File: src/rtl/lcs_pkg.sv
// lcs_pkg: sizes, register indexes, types and the life rule for the cell stencil
package lcs_pkg;

   localparam int unsigned MAX_WIDTH    = 1024;
   localparam int unsigned HEIGHT_LIMIT = 1024;
   localparam int unsigned COL_W        = $clog2(MAX_WIDTH);
   localparam int unsigned DIM_W        = 11;
   localparam int unsigned CSR_ADDR_W   = 2;

   typedef logic [DIM_W-1:0] dim_type;
   typedef logic [COL_W-1:0] col_type;

   localparam dim_type DIM_MIN      = dim_type'(3);
   localparam dim_type WIDTH_RESET  = dim_type'(80);
   localparam dim_type HEIGHT_RESET = dim_type'(24);
   localparam dim_type WIDTH_MAX    = dim_type'(MAX_WIDTH);
   localparam dim_type HEIGHT_MAX   = dim_type'(HEIGHT_LIMIT);

   localparam logic [3:0] BIRTH_COUNT   = 4'd3;
   localparam logic [3:0] SURVIVE_COUNT = 4'd2;

   typedef enum logic [CSR_ADDR_W-1:0] {
      REG_GRID_WIDTH  = 2'd0,
      REG_GRID_HEIGHT = 2'd1
   } csr_reg_type;

   typedef struct packed {
      logic next_alive;
      logic frame_end;
   } result_type;

   function automatic dim_type clamp_dim(input dim_type value, input dim_type limit);
      dim_type res;
      res = value;
      if (value < DIM_MIN) res = DIM_MIN;
      if (value > limit) res = limit;
      return res;
   endfunction

   // win: bits 0..2 left column, 3..5 centre, 6..8 right; bit 4 is the cell itself
   function automatic logic next_state(input logic [8:0] win);
      logic [3:0] count;
      logic       res;
      count = 4'd0;
      for (int i = 0; i < 9; i++) begin
         if (i != 4) count = count + {3'd0, win[i]};
      end
      if (count == BIRTH_COUNT) res = 1'b1;
      else if (count == SURVIVE_COUNT) res = win[4];
      else res = 1'b0;
      return res;
   endfunction

endpackage

File: src/rtl/lcs_req_if.sv
// lcs_req_if: input channel carrying one grid cell per item
interface lcs_req_if;
   logic valid;
   logic ready;
   logic cell_alive;
   logic drain;

   modport source (output valid, output cell_alive, output drain, input ready);
   modport sink   (input valid, input cell_alive, input drain, output ready);
endinterface

File: src/rtl/lcs_rsp_if.sv
// lcs_rsp_if: result channel carrying one next-generation cell per item
interface lcs_rsp_if;
   logic valid;
   logic ready;
   logic next_alive;
   logic frame_end;

   modport source (output valid, output next_alive, output frame_end, input ready);
   modport sink   (input valid, input next_alive, input frame_end, output ready);
endinterface

File: src/rtl/life_cell_stencil.sv
// life_cell_stencil: one generation of life (B3/S23) over a raster-order cell stream
//
// Cells enter on req_in in raster order, one item per cell, and after each frame
// grid_width+1 drain items flush the last row. Each cell's next state leaves on
// rsp_out once the item at its lower-right neighbour's position has been taken;
// frame_end marks the frame's bottom-right cell. Positions outside the grid are dead.
// The result caused by an item is registered in the output register, or in the skid
// register while that is full. Throughput: one item per cycle while req_in.ready is
// high, set by the single line-store memory, which is read for the next column every
// cycle and written for the current one on each accepted item. csr_we, csr_addr and
// csr_wdata write grid_width (0) and grid_height (1), clamped to 3..1024; a write to
// either restarts the frame. Write only while the block is idle. Reset sets 80 x 24
// and restarts the frame; the line stores are not cleared, as rows outside the frame
// are masked by the row counter. Results sit in an output register backed by a skid
// register, so req_in.ready only drops once two results wait on a stalled receiver.
module life_cell_stencil
   import lcs_pkg::*;
(
   input  logic                  clock,
   input  logic                  reset,
   lcs_req_if.sink               req_in,
   lcs_rsp_if.source             rsp_out,
   input  logic                  csr_we,
   input  logic [CSR_ADDR_W-1:0] csr_addr,
   input  logic [DIM_W-1:0]      csr_wdata
);

   dim_type    width_ff, width_in;
   dim_type    height_ff, height_in;
   col_type    col_ff, col_in;
   dim_type    row_ff, row_in;
   logic [8:0] window_ff, window_in;

   // bit 1 upper line, bit 0 middle line
   logic [1:0] line_mem [MAX_WIDTH];
   logic [1:0] line_rd_ff;

   logic       out_valid_ff, skid_valid_ff;
   result_type out_data_ff, skid_data_ff;

   logic       accept, pop, push, emit, last;
   logic       top, mid, bot;
   logic [2:0] col_cells;
   logic [8:0] win;
   result_type result;

   assign accept = req_in.valid && req_in.ready;
   assign pop    = out_valid_ff && rsp_out.ready;
   assign push   = accept && emit;

   assign req_in.ready       = !skid_valid_ff;
   assign rsp_out.valid      = out_valid_ff;
   assign rsp_out.next_alive = out_data_ff.next_alive;
   assign rsp_out.frame_end  = out_data_ff.frame_end;

   always_comb begin
      top = (row_ff >= dim_type'(2)) ? line_rd_ff[1] : 1'b0;
      mid = (row_ff >= dim_type'(1) && row_ff <= height_ff) ? line_rd_ff[0] : 1'b0;
      bot = (row_ff < height_ff && !req_in.drain) ? req_in.cell_alive : 1'b0;
      col_cells = {bot, mid, top};

      if (col_ff == '0) begin
         // right-hand column of the previous row: its right side is dead
         win       = {3'b000, window_ff[8:3]};
         window_in = {col_cells, 6'b000000};
         emit      = (row_ff >= dim_type'(2));
      end else begin
         win       = {col_cells, window_ff[8:3]};
         window_in = win;
         emit      = (row_ff >= dim_type'(1));
      end

      last = (row_ff == height_ff + dim_type'(1)) && (col_ff == '0);
      result.next_alive = next_state(win);
      result.frame_end  = last;

      col_in    = col_ff;
      row_in    = row_ff;
      width_in  = width_ff;
      height_in = height_ff;

      if (csr_we) begin
         case (csr_reg_type'(csr_addr))
            REG_GRID_WIDTH: begin
               width_in = clamp_dim(csr_wdata, WIDTH_MAX);
            end
            REG_GRID_HEIGHT: begin
               height_in = clamp_dim(csr_wdata, HEIGHT_MAX);
            end
            default: begin
            end
         endcase
         if (csr_reg_type'(csr_addr) == REG_GRID_WIDTH ||
             csr_reg_type'(csr_addr) == REG_GRID_HEIGHT) begin
            col_in    = '0;
            row_in    = '0;
            window_in = '0;
         end else begin
            window_in = window_ff;
         end
      end else if (accept) begin
         if (last) begin
            col_in    = '0;
            row_in    = '0;
            window_in = '0;
         end else if (dim_type'(col_ff) + dim_type'(1) == width_ff) begin
            col_in = '0;
            row_in = row_ff + dim_type'(1);
         end else begin
            col_in = col_ff + col_type'(1);
         end
      end else begin
         window_in = window_ff;
      end
   end

   always_ff @(posedge clock) begin
      if (reset) begin
         width_ff  <= WIDTH_RESET;
         height_ff <= HEIGHT_RESET;
         col_ff    <= '0;
         row_ff    <= '0;
         window_ff <= '0;
      end else begin
         width_ff  <= width_in;
         height_ff <= height_in;
         col_ff    <= col_in;
         row_ff    <= row_in;
         window_ff <= window_in;
      end
   end

   // read ahead at the column of the next item, write back the current column
   always_ff @(posedge clock) begin
      if (accept) begin
         line_mem[col_ff] <= {mid, bot};
      end
      line_rd_ff <= line_mem[col_in];
   end

   always_ff @(posedge clock) begin
      if (reset) begin
         out_valid_ff  <= 1'b0;
         skid_valid_ff <= 1'b0;
      end else if (pop && skid_valid_ff) begin
         out_data_ff   <= skid_data_ff;
         skid_valid_ff <= 1'b0;
      end else if (pop) begin
         out_valid_ff <= push;
         if (push) out_data_ff <= result;
      end else if (push) begin
         if (!out_valid_ff) begin
            out_valid_ff <= 1'b1;
            out_data_ff  <= result;
         end else begin
            skid_valid_ff <= 1'b1;
            skid_data_ff  <= result;
         end
      end
   end

   assert property (@(posedge clock) disable iff (reset) skid_valid_ff |-> out_valid_ff)
      else $error("skid register holds an item while the output register is empty");

   assert property (@(posedge clock) disable iff (reset) dim_type'(col_ff) < width_ff)
      else $error("column count outside the row");

   assert property (@(posedge clock) disable iff (reset)
      row_ff <= height_ff + dim_type'(1))
      else $error("row count past the flush row");

   assert property (@(posedge clock) disable iff (reset)
      accept && last && !csr_we |=> out_valid_ff && col_ff == '0 && row_ff == '0)
      else $error("frame end did not leave a result and restart the frame");

   assert property (@(posedge clock) disable iff (reset)
      csr_we && (csr_reg_type'(csr_addr) == REG_GRID_WIDTH ||
                 csr_reg_type'(csr_addr) == REG_GRID_HEIGHT)
      |=> col_ff == '0 && row_ff == '0 && window_ff == '0)
      else $error("register write did not restart the frame");

endmodule

File: src/flat_wrapper.sv
// flat-port wrapper written by rule: the top's interface ports become plain ports
module life_cell_stencil_flat import lcs_pkg::*;
  (clock, reset, csr_we, csr_addr, csr_wdata, req_in_valid, req_in_cell_alive, req_in_drain, req_in_ready, rsp_out_valid, rsp_out_next_alive, rsp_out_frame_end, rsp_out_ready);
  lcs_req_if req_in_i ();
  lcs_rsp_if rsp_out_i ();
  input  logic clock;
  input  logic reset;
  input  logic csr_we;
  input  logic [CSR_ADDR_W-1:0] csr_addr;
  input  logic [DIM_W-1:0] csr_wdata;
  input wire logic [$bits(req_in_i.valid)-1:0] req_in_valid;
  input wire logic [$bits(req_in_i.cell_alive)-1:0] req_in_cell_alive;
  input wire logic [$bits(req_in_i.drain)-1:0] req_in_drain;
  output wire logic [$bits(req_in_i.ready)-1:0] req_in_ready;
  output wire logic [$bits(rsp_out_i.valid)-1:0] rsp_out_valid;
  output wire logic [$bits(rsp_out_i.next_alive)-1:0] rsp_out_next_alive;
  output wire logic [$bits(rsp_out_i.frame_end)-1:0] rsp_out_frame_end;
  input wire logic [$bits(rsp_out_i.ready)-1:0] rsp_out_ready;
  assign req_in_i.valid = req_in_valid;
  assign req_in_i.cell_alive = req_in_cell_alive;
  assign req_in_i.drain = req_in_drain;
  assign req_in_ready = req_in_i.ready;
  assign rsp_out_valid = rsp_out_i.valid;
  assign rsp_out_next_alive = rsp_out_i.next_alive;
  assign rsp_out_frame_end = rsp_out_i.frame_end;
  assign rsp_out_i.ready = rsp_out_ready;
  life_cell_stencil u_core (.clock(clock), .reset(reset), .req_in(req_in_i), .rsp_out(rsp_out_i), .csr_we(csr_we), .csr_addr(csr_addr), .csr_wdata(csr_wdata));
endmodule
File: config.mk
export PLATFORM = sky130hd
export DESIGN_NAME = life_cell_stencil_flat
export DESIGN_NICKNAME = d
export VERILOG_FILES = /design/src/rtl/lcs_pkg.sv /design/src/rtl/lcs_req_if.sv /design/src/rtl/lcs_rsp_if.sv /design/src/rtl/life_cell_stencil.sv /design/src/flat_wrapper.sv
export SDC_FILE = /design/constraint.sdc
export NUM_CORES = 2
export LEC_CHECK = 0
export BUFFER_PORTS_ARGS = -buffer_cell sky130_fd_sc_hd__buf_2
export CAP_MARGIN = 0
export CORE_MARGIN = 2
export CORE_UTILIZATION = 50
export DETAILED_ROUTE_END_ITERATION = 12
export HOLD_SLACK_MARGIN = 0.05
export PLACE_DENSITY = 0.66
export SYNTH_ARGS = -nofsm -noshare
export SYNTH_HDL_FRONTEND = slang
export SYNTH_SLANG_ARGS = --single-unit
File: constraint.sdc
create_clock -name clock -period 96.7 [get_ports clock]
set_input_delay 4.835 -clock clock [delete_from_list [all_inputs] [get_ports clock]]
set_output_delay 4.835 -clock clock [all_outputs]
set_load 0.005 [all_outputs]
### Yosys cells after proc, flatten, opt, wreduce, memory -nomap -nowiden

Memories as Yosys holds them, arrays and structs flattened. A register that Yosys moved wholly into a read port is not among the register bits.
Index checks and enable logic that the tools add are counted.
Widths: inputs -> output; s select.

| word-level totals | value |
|---|---|
| word-level logic and storage cells | 97 |
| RAM bits | 2048 |
| output and inout bits | 4 |
| flip-flop bits (word level) | 58 |
| memories kept | 1 |
| bits of input ports | 20 |

Memory list:

| memory | depth | width | rd ports | clocked after memory_dff | wr ports | RTL line | RTL |
|---|---|---|---|---|---|---|---|
| u_core.line_mem | 1024 | 2 | 1 | 1 | 1 | life_cell_stencil.sv:35 | `logic [1:0] line_mem [MAX_WIDTH];` |

| operators by class | value |
|---|---|
| reduce and logical (&&, ||, !) cells | 25 |
| bitwise logic cells | 3 |
| equality and inequality tests | 7 |
| order comparisons | 6 |
| add/sub/neg operators | 11 |
| muxes and demuxes | 33 |

Operator list:

| kind | count |
|---|---|
| $mux 11 | 7 |
| $mux 10 | 5 |
| $mux 9 | 5 |
| $add 4x1->4 | 6 |
| $add 11x1->11 const B | 2 |
| $eq 11x11->1 | 2 |
| $add 10x1->11 const B | 1 |
| $ge 11x1->1 const B | 1 |
| $ge 11x2->1 const B | 1 |
| $gt 11x11->1 const B | 1 |
| $le 11x11->1 | 1 |
| $lt 11x11->1 | 1 |
| $lt 11x2->1 const B | 1 |
| $add 10x1->10 const B | 1 |
| $logic_not 10->1 | 1 |
| $mux 1 | 10 |
| $mux 2 | 5 |
| $reduce_and 3->1 | 3 |
| $eq 4x2->1 const B | 2 |
| $reduce_and 2->1 | 4 |
| $logic_and 1x1->1 | 7 |
| $mux 6 | 1 |
| $reduce_bool 2->1 | 3 |
| $reduce_and 5->1 | 1 |
| other kinds (10) | 13 |

### Longest topological paths before layout

| depth | value |
|---|---|
| depth after elaboration | 18 |
| depth in mapped cells | 25 |
| mapped depth without buffers | 25 |

### Worst setup path before layout

No wires, ideal clock.

| path | value |
|---|---|
| path kind | input to register |
| from | input req_in_drain |
| to | memory u_core.line_mem[0][0] (data pin) |
| arrival | 45444 ps |
| stages on the path | 1 |
| path buffers | 0 |
| path slack | 43023 ps |
| library setup time | 8232 ps |
| cells stage by stage | nor3b_1 |

| between the ends | value |
|---|---|
| word-level cells in the longest chain between the ends | 3 |

RTL lines:

| element | RTL line | RTL |
|---|---|---|
| from (decl) | flat_wrapper.sv:13 | `input wire logic [$bits(req_in_i.drain)-1:0] req_in_drain;` |
| $logic_not 1->1 | life_cell_stencil.sv:59 | `bot = (row_ff < height_ff && !req_in.drain) ? req_in.cell_alive : 1'b0;` |
| $logic_and 1x1->1 | life_cell_stencil.sv:59 |  |
| $mux 1 | life_cell_stencil.sv:59 |  |
| to (decl) | life_cell_stencil.sv:35 |  |

Every way passes these cells.

### Worst setup path after layout

| path | value |
|---|---|
| from | input req_in_valid |
| to | register u_core.line_rd_ff[1], read port of u_core.line_mem |

| between the ends | value |
|---|---|
| word-level cells in the longest chain between the ends | 3 |

RTL lines:

| element | RTL line | RTL |
|---|---|---|
| from (decl) | flat_wrapper.sv:11 | `input wire logic [$bits(req_in_i.valid)-1:0] req_in_valid;` |
| $logic_and 1x1->1 | life_cell_stencil.sv:47 | `assign accept = req_in.valid && req_in.ready;` |
| $mux 10 | life_cell_stencil.sv:101 | `end else if (accept) begin` |
| $mux 10 | life_cell_stencil.sv:82 | `if (csr_we) begin` |
| to (decl) | life_cell_stencil.sv:36 | `logic [1:0] line_rd_ff;` |

Every way passes these cells.
A chain may end at the register's enable or synchronous reset.

==> impl_results.md <==
* Initial Utilization at 50.3%
* CP max FO at 129
* Clock slew at reported path FFs at 60 ps
* Worst path slowest cell: buf_4
* Critical Path AT at 11710 ps
* RSZ-0062 raised after global routing: no
* Crit Path Category: in -> reg
* Drt initial violations at 10.8k
* Ys async rst share at 0%
* Die H at 427 µm
* First-pass GRT wire length at 424000 µm
* Post-DP HPWL at 165000 µm
* Dpl cell area at 91600 µm²
* Buffers on Ports at 23
* Clk root buf: clkbuf_16
* Full die area at 183000 µm²
* FP Rows at 155
* Unique masters post-synth at 90
* DRC Markers at 0
* Worst-Margin Slew at 1400 ps
* WL final at 298000 µm
* Fraction of layout cells with a size suffix above 1 at 7.53%
* Flops & latches, synth at 2105
* Leak Pwr at 31.8 nW
* RePlAce Congestion at 0.907
* Vias per cell at 6.56
* Sequential cell fraction of total power at 53.5%
* Sink Count at 2105
* Combinational share of power at 5.9%
* Congestion Overflow GR at 0
* Register area at 62700 µm²
* Switching share of power at 23.0%
* Relative slew slack at 6.24%
* Maximum vdd drop at 0.0136 mV
* Pin count of the biggest net entering global routing at 212
* CTS Buf Count at 208
* Cell area after layout at 97900 µm²
* TritonCTS clock tree: done
* Final Max Slew Viols at 0
* Max-cap violation count at 0
* Post-CTS Setup Inserts at 0
* Post-layout min period at 11000 ps
* Post-Syn Nets at 7447
* Part of the cycle the worst path needs at 11.4%
* Nets at 7255
* Final setup viols at 0
* Mapped Cells at 7401
* Crit path top cell by count: buf_4
* Critical path capture point type: flop
* Post-cts hold buffer count at 0
* Power Internal at 1.46 mW
* Setup TNS at 0 ps
* Clock power share at 40.6%
* Worst-Skew Late Latency at 870 ps
* Hold Path Class: reg -> reg
* Max Buffers Root-to-Sink at 3
* Crit path cell chain: buf_2 > nand2b_1 > nor2_1 > and2_1 > buf_4 > a21o_4 > buf_4 > buf_12 > buf_4 > mux2i_1 > a211oi_1 > o41ai_2 > a31oi_1 > a211oi_1 > o211ai_1 > o41ai_1 > mux2i_1
* Total core area at 178000 µm²
* # fillers at 14.7k
* Status: finished, final reports clean
* Area of the multi-input gates at 24200 µm²
* Main synth FF type: edfxtp_1
* DRT antenna net count at 0
* Synth warn at 0
* Max incr delay on CP at 820 ps
* Vias at 63.8k
* Max frequency at 0.0909 GHz
* PwrDens at 19.3 nW/µm²
* Area grow syn2layout at 9.23%
* Initial antenna violation count at 13
* Hold Violations, Final at 0
* Clock Skews at 64.5 ps
* Total GRT Usage at 32.2%
* Syn Area/Cell at 12.1 µm²
* Average wire per standard cell at 30.7 µm
* I/O Pins at 24
* Post-cts sizing count at 0
* CP startpoint kind: input port
* Die width at 427 µm
* Post-synthesis sequential area ratio at 69.9%
* Reported net switching power at 0.434 mW
* Vias in the first global route at 59.9k
* Required time of the critical path at 97410 ps
* Htree depth at 4
* Drt first pass iters at 7
* Number of synthesized flops with an enable pin at 2052
* Cell area after synthesis at 89700 µm²
per-layer routing:
layer | vias up | global-route usage [%] | wire (µm)
met2 | 4589 | 46.7 | 129000
li1 | 26655 | - | -
met1 | 31630 | 44.1 | 109000
met3 | 900 | 10.0 | 43300
met5 | - | 0 | 97
met4 | 16 | 16.0 | 17100
worst max-delay path: cells and delay by family:
family	cells	cell delay (ps)
multiplexers	2	480
AND/OR/NAND/NOR	3	1050
buffers and inverters	5	2530
AO/OA/AOI/OAI	7	2500
power groups by stage:
stage / sequential, mW / clock, mW / combinational, mW
final: 1.01 / 0.767 / 0.111
after floorplan: 1.07 / 0 / 0.0712
after global routing: 1.01 / 0.804 / 0.119
after global placement: 1.03 / 0 / 0.108
after detailed placement: 1.03 / 0 / 0.109
after CTS: 1.01 / 0.770 / 0.109
layout make-up:
type | instances | area share (%)
antenna | 7 | 0.0179
clock buffer | 269 | 5.57
clock inverter | 90 | 0.883
inverter | 39 | 0.149
multi-input combinational | 4650 | 24.8
sequential | 2105 | 64.0
tap | 2355 | 3.01
timing repair buffer | 205 | 1.61
cell usage in the layout, fill, tap and decap left out, types with 22 or more instances in the layout:
cell type,Yosys,final
nand2_1,1464,1430
and3_1,39,38
buf_4,41,173
a32oi_1,167,167
clkbuf_16,0,209
buf_2,284,24
nor2_1,1112,1108
o21ai_0,38,37
a22oi_1,136,136
a31oi_1,38,38
a211oi_1,64,64
dfxtp_1,53,53
ha_1,22,22
o22ai_1,40,40
clkinv_1,0,42
mux2i_1,203,203
nor2b_1,40,39
nor4_1,24,24
edfxtp_1,2052,2052
a221oi_1,58,58
nand3_1,349,348
clkinv_2,0,22
inv_1,39,39
nand2_2,0,34
nor3_1,35,32
clkbuf_1,202,60
o211ai_1,26,26
a21oi_1,491,489
cells by family after synthesis:
| group | share of synthesized area, % |
|---|---|
| flip-flops | 69.9 |
| AO/OA/AOI/OAI | 9.28 |
| multiplexers | 2.29 |
| adder cells (fa/ha/maj) | 0.396 |
| AND/OR/NAND/NOR | 14.5 |
| buffers and inverters | 3.31 |
| XOR/XNOR | 0.350 |
through the flow:
stage	hold WS [ps]	instances	util [%]	setup slack, ps	total power, mW
after floorplan	448	7401	-	43020	1.15
after global placement	462	9353	51.4	85070	1.14
after CTS	474	9713	54.9	86090	1.89
final	473	9720	54.9	85700	1.89
after detailed placement	465	9354	51.4	85190	1.14
after global routing	499	9713	54.9	85760	1.94
state kept, by name (all words and copies together) (netlist names), 2 cells and up:
| signal | cells |
|---|---|
| u_core.window_ff | 6 |
| u_core.line_rd_ff | 2 |
| u_core.col_ff | 10 |
| u_core.row_ff | 11 |
| u_core.skid_data_ff | 2 |
| u_core.width_ff | 11 |
| u_core.line_mem | 2048 |
| u_core.height_ff | 11 |
cell usage after synthesis (all sizes together), types with 6 or more instances:
cell type	n	area share, %
a2111oi	17	0.19
a211o	10	0.098
a211oi	64	0.54
a21o	6	0.050
a21oi	496	2.8
a221oi	59	0.58
a22o	6	0.059
a22oi	137	1.2
a311oi	20	0.20
a31oi	39	0.28
a32o	16	0.18
a32oi	167	1.6
and2	15	0.10
and3	39	0.27
buf	405	2.3
clkbuf	202	0.85
dfxtp	53	1.2
edfxtp	2052	69
ha	22	0.31
inv	39	0.16
mux2i	203	2.3
nand2	1465	6.1
nand2b	9	0.063
nand3	349	1.9
nand4	22	0.16
nor2	1121	4.7
nor2b	40	0.28
nor3	38	0.23
nor3b	7	0.059
nor4	25	0.18
o2111ai	10	0.098
o211ai	26	0.22
o21a	11	0.092
o21ai	43	0.24
o221ai	9	0.088
o22ai	40	0.28
o311a	7	0.078
o31ai	11	0.098
or3	7	0.049
xnor2	21	0.21
xor2	14	0.15
worst paths after layout:
kind | slack, ps | from | end | cells past startpoint
max | 85700 | req_in_valid | u_core.line_rd_ff[1] | 17
min | 470 | u_core.width_ff[3] | u_core.width_ff[3] | 2
max reg2reg | 88420 | u_core.col_ff[7] | u_core.line_rd_ff[1] | 18
min reg2reg | 470 | u_core.width_ff[3] | u_core.width_ff[3] | 2
Power figures use the tool's default switching activity.
